==> src/hrp_pkg.sv <==
// ----------------------------------------------------------------------------
// hrp_pkg
// Shared types and constants of the HTTP request head parser: parse phases,
// result status codes, method codes and the fixed text that is matched.
// ----------------------------------------------------------------------------
package hrp_pkg;

  // Longest method name accepted before the space
  localparam int unsigned MAX_METHOD_CHARS = 7;
  localparam int unsigned NUM_VERBS        = 9;

  // Characters used by the parser
  localparam logic [7:0] CH_SP    = 8'h20;
  localparam logic [7:0] CH_CR    = 8'h0D;
  localparam logic [7:0] CH_LF    = 8'h0A;
  localparam logic [7:0] CH_COLON = 8'h3A;
  localparam logic [7:0] CH_DOT   = 8'h2E;
  localparam logic [7:0] CH_ZERO  = 8'h30;
  localparam logic [7:0] CH_ONE   = 8'h31;
  localparam logic [7:0] CH_TWO   = 8'h32;
  localparam logic [7:0] CH_NINE  = 8'h39;

  // Parse phase
  typedef enum logic [3:0] {
    PH_METHOD   = 4'd0,
    PH_PATH     = 4'd1,
    PH_PROTO    = 4'd2,
    PH_MAJOR    = 4'd3,
    PH_DOT      = 4'd4,
    PH_MINOR    = 4'd5,
    PH_CR       = 4'd6,
    PH_LF       = 4'd7,
    PH_LINE     = 4'd8,
    PH_KEY      = 4'd9,
    PH_SPACE    = 4'd10,
    PH_VALUE    = 4'd11,
    PH_VALUE_LF = 4'd12,
    PH_END_LF   = 4'd13
  } phase_e;

  // Result status codes
  typedef enum logic [2:0] {
    ST_OK           = 3'd0,
    ST_BAD_METHOD   = 3'd1,
    ST_BAD_LINE     = 3'd2,
    ST_BAD_VERSION  = 3'd3,
    ST_BAD_HEADER   = 3'd4,
    ST_BAD_LENGTH   = 3'd5,
    ST_LEN_OVERFLOW = 3'd6
  } status_e;

  // Method names, one row per method code, zero padded
  localparam logic [7:0] VERB_TEXT [NUM_VERBS][8] = '{
    '{"G", "E", "T", 8'h0, 8'h0, 8'h0, 8'h0, 8'h0},
    '{"H", "E", "A", "D",  8'h0, 8'h0, 8'h0, 8'h0},
    '{"P", "O", "S", "T",  8'h0, 8'h0, 8'h0, 8'h0},
    '{"P", "U", "T", 8'h0, 8'h0, 8'h0, 8'h0, 8'h0},
    '{"D", "E", "L", "E",  "T",  "E",  8'h0, 8'h0},
    '{"C", "O", "N", "N",  "E",  "C",  "T",  8'h0},
    '{"O", "P", "T", "I",  "O",  "N",  "S",  8'h0},
    '{"T", "R", "A", "C",  "E",  8'h0, 8'h0, 8'h0},
    '{"P", "A", "T", "C",  "H",  8'h0, 8'h0, 8'h0}
  };
  localparam logic [3:0] VERB_LEN [NUM_VERBS] = '{
    4'd3, 4'd4, 4'd4, 4'd3, 4'd6, 4'd7, 4'd7, 4'd5, 4'd5
  };

  localparam logic [7:0] PROTO_TEXT [5] = '{"H", "T", "T", "P", "/"};
  localparam logic [3:0] PROTO_LEN      = 4'd5;

  localparam logic [7:0] LEN_KEY [14] = '{
    "C", "o", "n", "t", "e", "n", "t", "-", "L", "e", "n", "g", "t", "h"
  };
  localparam logic [3:0] LEN_KEY_LEN = 4'd14;

  localparam logic [7:0] CONN_KEY [10] = '{
    "C", "o", "n", "n", "e", "c", "t", "i", "o", "n"
  };
  localparam logic [3:0] CONN_KEY_LEN = 4'd10;

  localparam logic [7:0] KA_TEXT [10] = '{
    "K", "e", "e", "p", "-", "A", "l", "i", "v", "e"
  };
  localparam logic [3:0] KA_LEN = 4'd10;

  // Parser control state (the length accumulator travels separately)
  typedef struct packed {
    phase_e         phase;
    logic [3:0]     pos;
    logic [NUM_VERBS-1:0] cand;
    logic [1:0]     kflags;   // bit 0 Content-Length, bit 1 Connection
    logic           vmatch;
    logic           dseen;
    logic           kalive;
    logic [3:0]     method;
    logic [1:0]     major;
    logic [1:0]     minor;
  } hrp_state_t;

  localparam hrp_state_t STATE_RESET = '{
    phase:  PH_METHOD,
    pos:    4'd0,
    cand:   {NUM_VERBS{1'b1}},
    kflags: 2'b11,
    vmatch: 1'b1,
    dseen:  1'b0,
    kalive: 1'b0,
    method: 4'd0,
    major:  2'd0,
    minor:  2'd0
  };

  // Step outcome: a result is due, and its status
  typedef struct packed {
    logic    fire;
    status_e status;
  } hrp_result_t;

endpackage

==> src/http_request_head_parser_unit.sv <==
// ----------------------------------------------------------------------------
// http_request_head_parser_unit
// Byte-stream parser for an HTTP/1.x request head with a registered result.
// ----------------------------------------------------------------------------
// The unit takes one byte per cycle and holds one result register. A result
// (status, method, version, Content-Length and keep-alive) appears on the
// output in the cycle after the byte that ends the head or reveals an error;
// the parser then starts over on the next byte. Throughput is one byte per
// clock, as the parser state register is updated on every accepted byte;
// input ready drops only while a result is held and the output is stalled.
// body_length carries the low 32 bits of the LENGTH_WIDTH-bit accumulator.
module http_request_head_parser_unit #(
  parameter int unsigned LENGTH_WIDTH = 32
) (
  input  logic        clk_i,
  input  logic        rst_ni,
  input  logic        in_valid_i,
  output logic        in_ready_o,
  input  logic [7:0]  in_byte_i,
  output logic        out_valid_o,
  input  logic        out_ready_i,
  output logic [2:0]  status_o,
  output logic [3:0]  method_code_o,
  output logic [1:0]  major_version_o,
  output logic [1:0]  minor_version_o,
  output logic [31:0] body_length_o,
  output logic        persistent_o
);
  import hrp_pkg::*;

  hrp_state_t              state_q, state_d;
  logic [LENGTH_WIDTH-1:0] acc_q, acc_d;
  hrp_result_t             res;
  logic                    in_fire;
  logic                    out_valid_q;
  logic [LENGTH_WIDTH+31:0] acc_ext;

  // Per-byte next-state logic
  hrp_step #(
    .LENGTH_WIDTH(LENGTH_WIDTH)
  ) u_step (
    .cur_i (state_q),
    .acc_i (acc_q),
    .byte_i(in_byte_i),
    .nxt_o (state_d),
    .acc_o (acc_d),
    .res_o (res)
  );

  assign in_ready_o = !out_valid_q || out_ready_i;
  assign in_fire    = in_valid_i && in_ready_o;
  assign acc_ext    = {32'd0, acc_q};

  // Parser state
  always_ff @(posedge clk_i or negedge rst_ni) begin
    if (!rst_ni) begin
      state_q <= STATE_RESET;
      acc_q   <= '0;
    end else if (in_fire) begin
      state_q <= state_d;
      acc_q   <= acc_d;
    end
  end

  // Result valid
  always_ff @(posedge clk_i or negedge rst_ni) begin
    if (!rst_ni) begin
      out_valid_q <= 1'b0;
    end else if (in_ready_o) begin
      out_valid_q <= in_fire && res.fire;
    end
  end

  // Result payload, taken from the state gathered before the final byte
  always_ff @(posedge clk_i) begin
    if (in_fire && res.fire) begin
      status_o        <= res.status;
      method_code_o   <= state_q.method;
      major_version_o <= state_q.major;
      minor_version_o <= state_q.minor;
      body_length_o   <= acc_ext[31:0];
      persistent_o    <= state_q.kalive;
    end
  end

  assign out_valid_o = out_valid_q;

endmodule

==> src/hrp_step.sv <==
// ----------------------------------------------------------------------------
// hrp_step
// Next-state logic of the parser: applies one byte to the current state and
// flags a result when the head ends or an error is found.
// ----------------------------------------------------------------------------
module hrp_step #(
  parameter int unsigned LENGTH_WIDTH = 32
) (
  input  hrp_pkg::hrp_state_t  cur_i,
  input  logic [LENGTH_WIDTH-1:0] acc_i,
  input  logic [7:0]           byte_i,
  output hrp_pkg::hrp_state_t  nxt_o,
  output logic [LENGTH_WIDTH-1:0] acc_o,
  output hrp_pkg::hrp_result_t res_o
);
  import hrp_pkg::*;

  logic [NUM_VERBS-1:0] keep;
  logic                 space_hit;
  logic [3:0]           space_idx;
  logic                 len_hit, conn_hit, ka_hit;
  logic [3:0]           pos_inc, pos_inc2;
  logic                 is_digit;
  logic [LENGTH_WIDTH+3:0] prod;
  logic                 ovf;

  // Method candidate filtering and the exact-length match on space
  always_comb begin
    space_hit = 1'b0;
    space_idx = '0;
    for (int i = NUM_VERBS - 1; i >= 0; i--) begin
      keep[i] = cur_i.cand[i] && (cur_i.pos < VERB_LEN[i]) &&
                (VERB_TEXT[i][cur_i.pos[2:0]] == byte_i);
      if (cur_i.cand[i] && (VERB_LEN[i] == cur_i.pos)) begin
        space_hit = 1'b1;
        space_idx = 4'(i);
      end
    end
  end

  // Key and value text compares at the current position
  assign len_hit  = (cur_i.pos < LEN_KEY_LEN) && (LEN_KEY[cur_i.pos] == byte_i);
  assign conn_hit = (cur_i.pos < CONN_KEY_LEN) && (CONN_KEY[cur_i.pos] == byte_i);
  assign ka_hit   = (cur_i.pos < KA_LEN) && (KA_TEXT[cur_i.pos] == byte_i);

  // Saturating position advance by one and by two
  assign pos_inc  = (cur_i.pos == 4'hF) ? 4'hF : cur_i.pos + 4'd1;
  assign pos_inc2 = (pos_inc == 4'hF) ? 4'hF : pos_inc + 4'd1;

  // Decimal accumulate: acc * 10 + digit, overflow if upper bits are set
  assign is_digit = (byte_i >= CH_ZERO) && (byte_i <= CH_NINE);
  assign prod = {1'b0, acc_i, 3'b000} + {3'b000, acc_i, 1'b0} +
                {(LENGTH_WIDTH)'(0), byte_i[3:0]};
  assign ovf  = (prod[LENGTH_WIDTH+3:LENGTH_WIDTH] != 4'd0);

  always_comb begin
    nxt_o         = cur_i;
    acc_o         = acc_i;
    res_o.fire    = 1'b0;
    res_o.status  = ST_OK;

    unique case (cur_i.phase)
      PH_METHOD: begin
        if (byte_i == CH_SP) begin
          if (space_hit) begin
            nxt_o.method = space_idx;
            nxt_o.phase  = PH_PATH;
            nxt_o.pos    = '0;
          end else begin
            res_o = '{fire: 1'b1, status: ST_BAD_METHOD};
          end
        end else if (cur_i.pos >= 4'(MAX_METHOD_CHARS)) begin
          res_o = '{fire: 1'b1, status: ST_BAD_METHOD};
        end else if (keep == '0) begin
          res_o = '{fire: 1'b1, status: ST_BAD_METHOD};
        end else begin
          nxt_o.cand = keep;
          nxt_o.pos  = pos_inc;
        end
      end

      PH_PATH: begin
        if (byte_i == CH_CR || byte_i == CH_LF) begin
          res_o = '{fire: 1'b1, status: ST_BAD_LINE};
        end else if (byte_i == CH_SP) begin
          nxt_o.phase = PH_PROTO;
          nxt_o.pos   = '0;
        end
      end

      PH_PROTO: begin
        if (cur_i.pos >= PROTO_LEN || PROTO_TEXT[cur_i.pos[2:0]] != byte_i) begin
          res_o = '{fire: 1'b1, status: ST_BAD_VERSION};
        end else begin
          nxt_o.pos = pos_inc;
          if (pos_inc == PROTO_LEN) nxt_o.phase = PH_MAJOR;
        end
      end

      PH_MAJOR: begin
        if (byte_i == CH_ONE || byte_i == CH_TWO) begin
          nxt_o.major = byte_i[1:0];
          nxt_o.minor = 2'd0;
          nxt_o.phase = PH_DOT;
        end else begin
          res_o = '{fire: 1'b1, status: ST_BAD_VERSION};
        end
      end

      PH_DOT: begin
        if (byte_i == CH_DOT) nxt_o.phase = PH_MINOR;
        else res_o = '{fire: 1'b1, status: ST_BAD_VERSION};
      end

      PH_MINOR: begin
        if (byte_i >= CH_ZERO && byte_i <= CH_TWO) begin
          nxt_o.minor = byte_i[1:0];
          nxt_o.phase = PH_CR;
        end else begin
          res_o = '{fire: 1'b1, status: ST_BAD_VERSION};
        end
      end

      PH_CR: begin
        if (byte_i == CH_CR) nxt_o.phase = PH_LF;
        else res_o = '{fire: 1'b1, status: ST_BAD_LINE};
      end

      PH_LF: begin
        if (byte_i == CH_LF) begin
          nxt_o.phase  = PH_LINE;
          nxt_o.pos    = '0;
          nxt_o.kflags = 2'b11;
        end else begin
          res_o = '{fire: 1'b1, status: ST_BAD_LINE};
        end
      end

      // Start of a header line is the first key byte unless it is a CR
      PH_LINE, PH_KEY: begin
        if (cur_i.phase == PH_LINE && byte_i == CH_CR) begin
          nxt_o.phase = PH_END_LF;
        end else begin
          nxt_o.phase = PH_KEY;
          if (byte_i == CH_CR || byte_i == CH_LF) begin
            res_o = '{fire: 1'b1, status: ST_BAD_HEADER};
          end else if (byte_i == CH_COLON) begin
            nxt_o.kflags[0] = cur_i.kflags[0] && (cur_i.pos == LEN_KEY_LEN);
            nxt_o.kflags[1] = cur_i.kflags[1] && (cur_i.pos == CONN_KEY_LEN);
            nxt_o.phase     = PH_SPACE;
          end else begin
            nxt_o.kflags = cur_i.kflags & {conn_hit, len_hit};
            nxt_o.pos    = pos_inc;
          end
        end
      end

      PH_SPACE: begin
        if (byte_i != CH_SP) begin
          res_o = '{fire: 1'b1, status: ST_BAD_HEADER};
        end else begin
          if (cur_i.kflags[0]) begin
            acc_o       = '0;
            nxt_o.dseen = 1'b0;
          end
          nxt_o.vmatch = 1'b1;
          nxt_o.pos    = '0;
          nxt_o.phase  = PH_VALUE;
        end
      end

      PH_VALUE: begin
        if (byte_i == CH_CR) begin
          nxt_o.phase = PH_VALUE_LF;
        end else if (cur_i.kflags[0]) begin
          if (!is_digit) begin
            res_o = '{fire: 1'b1, status: ST_BAD_LENGTH};
          end else if (ovf) begin
            res_o = '{fire: 1'b1, status: ST_LEN_OVERFLOW};
          end else begin
            acc_o       = prod[LENGTH_WIDTH-1:0];
            nxt_o.dseen = 1'b1;
          end
        end else if (cur_i.kflags[1]) begin
          nxt_o.vmatch = cur_i.vmatch && ka_hit;
          nxt_o.pos    = pos_inc;
        end
      end

      // A CR not followed by LF counts as a value byte
      PH_VALUE_LF: begin
        if (byte_i == CH_LF) begin
          if (cur_i.kflags[0] && !cur_i.dseen) begin
            res_o = '{fire: 1'b1, status: ST_BAD_LENGTH};
          end else begin
            if (cur_i.kflags[1] && cur_i.vmatch && cur_i.pos == KA_LEN)
              nxt_o.kalive = 1'b1;
            nxt_o.phase  = PH_LINE;
            nxt_o.pos    = '0;
            nxt_o.kflags = 2'b11;
          end
        end else if (cur_i.kflags[0]) begin
          res_o = '{fire: 1'b1, status: ST_BAD_LENGTH};
        end else begin
          if (cur_i.kflags[1]) begin
            nxt_o.vmatch = 1'b0;
            nxt_o.pos    = (byte_i == CH_CR) ? pos_inc : pos_inc2;
          end
          if (byte_i != CH_CR) nxt_o.phase = PH_VALUE;
        end
      end

      PH_END_LF: begin
        res_o.fire   = 1'b1;
        res_o.status = (byte_i == CH_LF) ? ST_OK : ST_BAD_HEADER;
      end

      default: begin
        nxt_o = STATE_RESET;
        acc_o = '0;
      end
    endcase

    // A result restarts the parser for the next request
    if (res_o.fire) begin
      nxt_o = STATE_RESET;
      acc_o = '0;
    end
  end

endmodule

==> config.mk <==
export PLATFORM = sky130hd
export DESIGN_NAME = http_request_head_parser_unit
export DESIGN_NICKNAME = d
export VERILOG_FILES = /design/src/hrp_pkg.sv /design/src/http_request_head_parser_unit.sv /design/src/hrp_step.sv
export SDC_FILE = /design/constraint.sdc
export NUM_CORES = 1
export LEC_CHECK = 0
export BUFFER_PORTS_ARGS = -buffer_cell sky130_fd_sc_hd__buf_2
export CAP_MARGIN = 30
export CORE_MARGIN = 2
export CORE_UTILIZATION = 32
export DETAILED_ROUTE_END_ITERATION = 12
export GPL_TIMING_DRIVEN = 0
export PLACE_DENSITY = 0.58
export SYNTH_ARGS = -nofsm -noshare
export SYNTH_HDL_FRONTEND = slang
export SYNTH_SLANG_ARGS = --single-unit
export TNS_END_PERCENT = 100
==> constraint.sdc <==
create_clock -name clk_i -period 4.1 [get_ports clk_i]
set_input_delay 0.82 -clock clk_i [delete_from_list [all_inputs] [get_ports clk_i]]
set_output_delay 0.82 -clock clk_i [all_outputs]
set_load 0.005 [all_outputs]
# == Word-level counts from Yosys, hierarchy flattened ==
# Memories as Yosys holds them, arrays and structs flattened.
# Index checks and enable logic that the tools add are counted.
# word_totals
reg_bits,107
rom_bits,1024
output_inout_bits,46
elab_cells,357
mem_count,13
# op_classes
n_addsub,4
order_cmp,14
eq_ne,93
n_mux,143
bitwise,3
reduce_logical,69
# memory_table
memory,depth,width,read_ports,rd_ports_with_merged_regs,write_ports,line,rtl
(name not given),16,8,1,0,0,hrp_step.sv:42,assign len_hit = (cur_i.pos < LEN_KEY_LEN) && (LEN_KEY[cur_i.pos] == byte_i);
(name not given),16,8,1,0,0,hrp_step.sv:43,assign conn_hit = (cur_i.pos < CONN_KEY_LEN) && (CONN_KEY[cur_i.pos] == byte_i);
(name not given),16,8,1,0,0,hrp_step.sv:44,assign ka_hit = (cur_i.pos < KA_LEN) && (KA_TEXT[cur_i.pos] == byte_i);
(name not given),8,8,1,0,0,hrp_step.sv:33,(VERB_TEXT[i][cur_i.pos[2:0]] == byte_i);
(name not given),8,8,1,0,0,hrp_step.sv:92,if (cur_i.pos >= PROTO_LEN || PROTO_TEXT[cur_i.pos[2:0]] != byte_i) begin
(name not given),8,8,1,0,0,hrp_step.sv:33,
7 more memories,n/a,n/a,n/a,n/a,n/a,n/a,
# ops
operator,count
two-way mux 8 bit,35
two-way mux 32 bit,7
two-way mux 4 bit,52
one-hot mux 4 bit (13 select lines),2
== test 8 bit,12
one-hot mux 32 bit (3 select lines),1
!= test 3 bit (second input constant),19
logical AND 1 bit,41
== test 4 bit (second input constant),10
== test 8 x 6 -> 1 bit (second input constant),5
!= test 3 x 2 -> 1 bit (second input constant),13
OR reduction 13 bit,3
adder 35 x 33 -> 36 bit,1
adder 36 x 4 -> 36 bit,1
one-hot mux 4 bit (9 select lines),1
two-way mux 30 bit,1
two-way mux 13 bit,2
OR reduction 12 bit,2
two-way mux 1 bit,21
== test 4 x 3 -> 1 bit (second input constant),5
two-way mux 2 bit,10
!= test 4 x 3 -> 1 bit (second input constant),5
AND reduction 19 bit,1
one-hot mux 9 bit (2 select lines),1
50 further kinds,75

# == Depth between registers and ports, before layout ==
# depth
word_depth,16
ltp_mapped,15
ltp_nobuf,13

# == Modules after synthesis ==
# From an unflattened synthesis, not the netlist that was laid out.
# hier_totals
cells_unflattened,1171
area_unflattened_um2,10556.4
# by_module_without_submodules
mod,n_inst,cells_each,area_per_inst_um2
hrp_step,1,991,6613.8
http_request_head_parser_unit,1,180,3942.5

# == Worst setup path before layout ==
# No wires, ideal clock.
# synth_path
path_type,input -> register
startpoint,input port in_byte_i[3]
endpoint,"register body_length_o[0], enable pin"
t_arrival_ns,4.629
required_ns,3.702
setup_slack_ns,-0.928
stages,13
cell_sequence,buf_2 > inv_1 > fa_1 > fa_1 > nand2b_1 > a21oi_1 > o21ai_0 > a211o_1 > and3_1 > o22ai_2 > o31a_1 > o21ai_2 > inv_1
# synth_via
elab_chain_len,8
elab_cells_between_ends,58
cone_classes,1 x add/sub; 3 x order compare; 17 x eq/ne; 19 x mux; 18 x reduce/logical
# synth_rtl
element,line,rtl
start: declaration,http_request_head_parser_unit.sv:19,"input logic [7:0] in_byte_i,"
adder 36 x 4 -> 36 bit / == test 8 bit (equally long branches),"hrp_step.sv:52, hrp_step.sv:33",
nonzero test 4 bit / logical AND 1 bit (equally long branches),"hrp_step.sv:54, hrp_step.sv:32",
two-way mux 4 bit / zero test 9 bit (equally long branches),"hrp_step.sv:178, hrp_step.sv:74",
two-way mux 4 bit (on tied branches),"hrp_step.sv:176, hrp_step.sv:74",
two-way mux 4 bit (on tied branches),"hrp_step.sv:175, hrp_step.sv:72",
two-way mux 4 bit (on tied branches),"hrp_step.sv:173, hrp_step.sv:64",
one-hot mux 4 bit (13 select lines) *,hrp_step.sv:62,unique case (cur_i.phase)
logical AND 1 bit *,http_request_head_parser_unit.sv:76,if (in_fire && res.fire) begin
end signal: assignment,http_request_head_parser_unit.sv:81,body_length_o <= acc_ext[31:0];
end: declaration,http_request_head_parser_unit.sv:26,"output logic [31:0] body_length_o,"
# Every way passes the cells marked *; elsewhere a longest branch is shown, timed or not.
# A chain may end at the register's enable or synchronous reset.

# == Worst setup path in the final report ==
# layout_path
startpoint,register state_q[23] (netlist bit)
endpoint,"register body_length_o[1], enable pin"
# layout_via
elab_chain_len,15
elab_cells_between_ends,98
cone_classes,7 x order compare; 15 x eq/ne; 35 x mux; 1 x bitwise; 30 x reduce/logical; 10 x memory
# layout_rtl
element,line,rtl
start: declaration,http_request_head_parser_unit.sv:31,"hrp_state_t state_q, state_d;"
start signal: assignment,http_request_head_parser_unit.sv:60,state_q <= state_d;
"parallel branches: the longest is 13 deep, another holds memory read (8 x 8 bit)",n/a,
one-hot mux 4 bit (13 select lines) *,hrp_step.sv:62,
logical AND 1 bit *,http_request_head_parser_unit.sv:76,
# Every way passes the cells marked *. The select of a mux whose other input is x is not followed.

==> run summary <==
Status: complete, no violations
Clk slew on worst S/H paths: 0.08 ns
Area grow syn2layout: 17.5%
Syn Inst Count: 1009
Slowest-stage cell, CP: or4b_1
CTS max path bufs: 2
CP Class: reg2reg
Biggest area consumer among synthesized cells: edfxtp_1
# IOs: 58
Fillers: 2786
Max VDD drop: 0.158 mV
Overflow after GRT: 0
EDFF count, synth: 44
Power density cells: 226 mW/mm^2
Leak: 0.00459 uW
Clock Tree Root: clkbuf_16
Placer Congestion: 0.973
Post-layout min period: 3.99 ns
Comb power frac: 14.1%
Htree depth: 3
Synthesized area: 0.00906 mm^2
CP cell instances: ha_1, buf_2, inv_1, ha_1, and3_1, o2111ai_1, a211oi_1, or4b_1, o21ai_4, buf_4, o21ai_4, clkinvlp_4, bufbuf_16
Count leader, synth: a21oi_1
Largest net degree at the start of global routing: 64
Switching fraction of total power: 27.9%
Post-synth ARST share: 58.9%
Ant. Diodes: 0
Fin. Hold Viols: 0
Hold crit path type: reg2reg
Critical Path AT: 4.07 ns
Post-Layout Cell Count: 1487
Post-Syn Nets: 1101
P_int: 1730 uW
Hold Slack: 0.454 ns
Synth Register Bits: 107
Slew @ Worst Pin: 0.866 ns
Post-synth top cells: 80 x a21oi_1, 79 x nand2_1, 78 x ha_1
Tcrit/Tclk final: 97.4%
Aggregate routed wire length: 29500 um
Placed Cells: 1444
DR vias: 8539
Yosys cell types: 91
First-pass GRT wire length: 45600 um
TritonCTS Buffers: 9
Clock power frac: 37.3%
Row Count: 61
Die Ht: 172 um
Avg Cell Area, Syn: 8.98 um^2
Synth area leaders: edfxtp_1 15%, dfrtp_1 14%, ha_1 11%, a21oi_1 4.4%, xnor2_1 3.6%
Area share of the largest cell type after synthesis: 14.6%
Post-CTS Hold Buffers: 0
Initial core utilization: 32.5%
DIE AREA: 0.0297 mm^2
Worst Path Required: 4.18 ns
Via density per instance: 5.74
Max incr delay on CP: 0.57 ns
CTS Sinks: 107
Worst Skew: 0.0111 ns
Slew margin rel.: 42.3%
Sequential share of the synthesized area: 32.1%
PortBufs: 55
Seq pwr share: 48.5%
Clk_lat worst skew: 0.37 ns
Synth warn: 0
Startpoint types: register
Synth Flop Type: dfrtp_1
Final setup vio count: 0
GRT Total Usage: 19.8%
Initial antenna violation count: 0
Delay-heaviest family, CP: buffers and inverters
Antenna viol nets, final: 0
Number of remaining DRC errors: 0
Core area: 0.0279 mm^2
Max Cap Viol: 0
CP bufs+invs: 5
Final Total Pwr: 2400 uW
Final Slew Violations: 0
Drt wl/cell: 19.9 um
NumNets Final: 1196
Drt first pass iters: 5
DR iter-0 viols: 680
Vias in the first global route: 7944
Fmax: 250 MHz
Worst setup EP type: register
Max FO, Critical Path: 18
Die width: 172 um
DP HPWL: 21300 um
Share of cells above drive strength 1: 18.6%
RSZ-0062 raised after global routing: true
Switching power: 672 uW
TritonCTS clock tree: yes
[kinds of logic (layout without fill, tap and decap cells)]
| family | Yosys count | in the layout | synth area share, % |
|---|---|---|---|
| compound gates | 328 | 328 | 25.5 |
| xor+xnor | 60 | 60 | 5.80 |
| fa+ha+maj | 80 | 80 | 11.2 |
| buf+inv | 96 | 196 | 5.02 |
| flops | 107 | 107 | 32.1 |
| mux | 5 | 5 | 0.566 |
| simple gates | 333 | 333 | 19.7 |
[repair_timing]
item / CTS / global route
endpoints found under the setup margin: 107 / 97
pin swaps: 12 / 13
gates resized for setup: 22 / 29
setup buffers: 14 / 11
cloned: 1 / 2
[final cells by class]
class | count | area (um^2) | share of cell area [%]
multi-input cells | 806 | 5880 | 55.2
plain buffers | 64 | 350 | 3.29
clock inverters | 5 | 55.1 | 0.517
inverters | 31 | 136 | 1.28
flip-flops and latches | 107 | 2920 | 27.4
repair buffers | 85 | 589 | 5.53
clock buffers | 11 | 243 | 2.28
well taps | 378 | 473 | 4.44
[power groups by stage]
| stage | combinational, uW | sequential (uW) | clock [uW] |
|---|---|---|---|
| 2_1_floorplan | 172 | 1190 | 0 |
| 3_3_place_gp | 287 | 1190 | 0 |
| 6_report | 340 | 1170 | 898 |
| 5_1_grt | 366 | 1170 | 955 |
| 4_1_cts | 314 | 1170 | 914 |
| 3_5_place_dp | 292 | 1190 | 0 |
[routing by layer]
| layer | up-vias | track usage (%) | routed length [um] |
|---|---|---|---|
| met5 | - | 0 | 0 |
| met4 | 0 | 7.96 | 972 |
| met3 | 66 | 3.34 | 1950 |
| met2 | 317 | 28.6 | 12100 |
| met1 | 4144 | 29.2 | 14500 |
| li1 | 4012 | - | - |
[registers in the layout (all words and copies together) (netlist names)]
register and flops:
persistent_o 1, minor_version_o 2, body_length_o 32, status_o 3
state_q 30, out_valid_o 1, major_version_o 2, acc_q 32
method_code_o 4
[path summary, 6_finish.rpt]
kind	from	endpoint	slack (ns)	depth (start not counted)
setup / recovery	state_q[23]	body_length_o[1]	0.11	13
hold / removal	state_q[7]	method_code_o[3]	0.45	0
setup reg to reg	state_q[23]	body_length_o[1]	0.11	13
hold reg to reg	state_q[7]	method_code_o[3]	0.45	0
max in group asynchronous	rst_ni	state_q[23]	2.93	1
min in group asynchronous	rst_ni	acc_q[22]	0.54	1
[cell usage in the layout, fill, tap and decap left out, types with 11 or more instances in the layout]
cell / count
nand2_1: 79
a21oi_1: 79
buf_2: 75
ha_1: 75
nor2_1: 57
o21ai_0: 52
dfrtp_1: 45
edfxtp_1: 44
xnor2_1: 37
a22o_1: 36
buf_4: 35
nor3_1: 33
inv_1: 27
xor2_1: 23
nand3_1: 22
nand2b_1: 21
clkbuf_1: 20
nand4_1: 19
a211oi_1: 17
nor2b_1: 17
and3_1: 14
a21o_1: 13
dfstp_2: 12
and2_1: 11
clkbuf_16: 11
[through the flow]
step	setup TNS, ns	util (%)	setup slack [ns]	cell area, um^2
after floorplan	-15.76	-	-0.358	9140
after global placement	-93.72	35.5	-1.47	9890
after detailed placement	-64.88	35.6	-0.826	9920
after CTS	-0.227	37.5	-0.0134	10500
after global routing	-0.00509	38.2	-0.00286	10600
final	0	38.2	0.106	10600
Note: power is estimated with default switching activity, not from simulation.
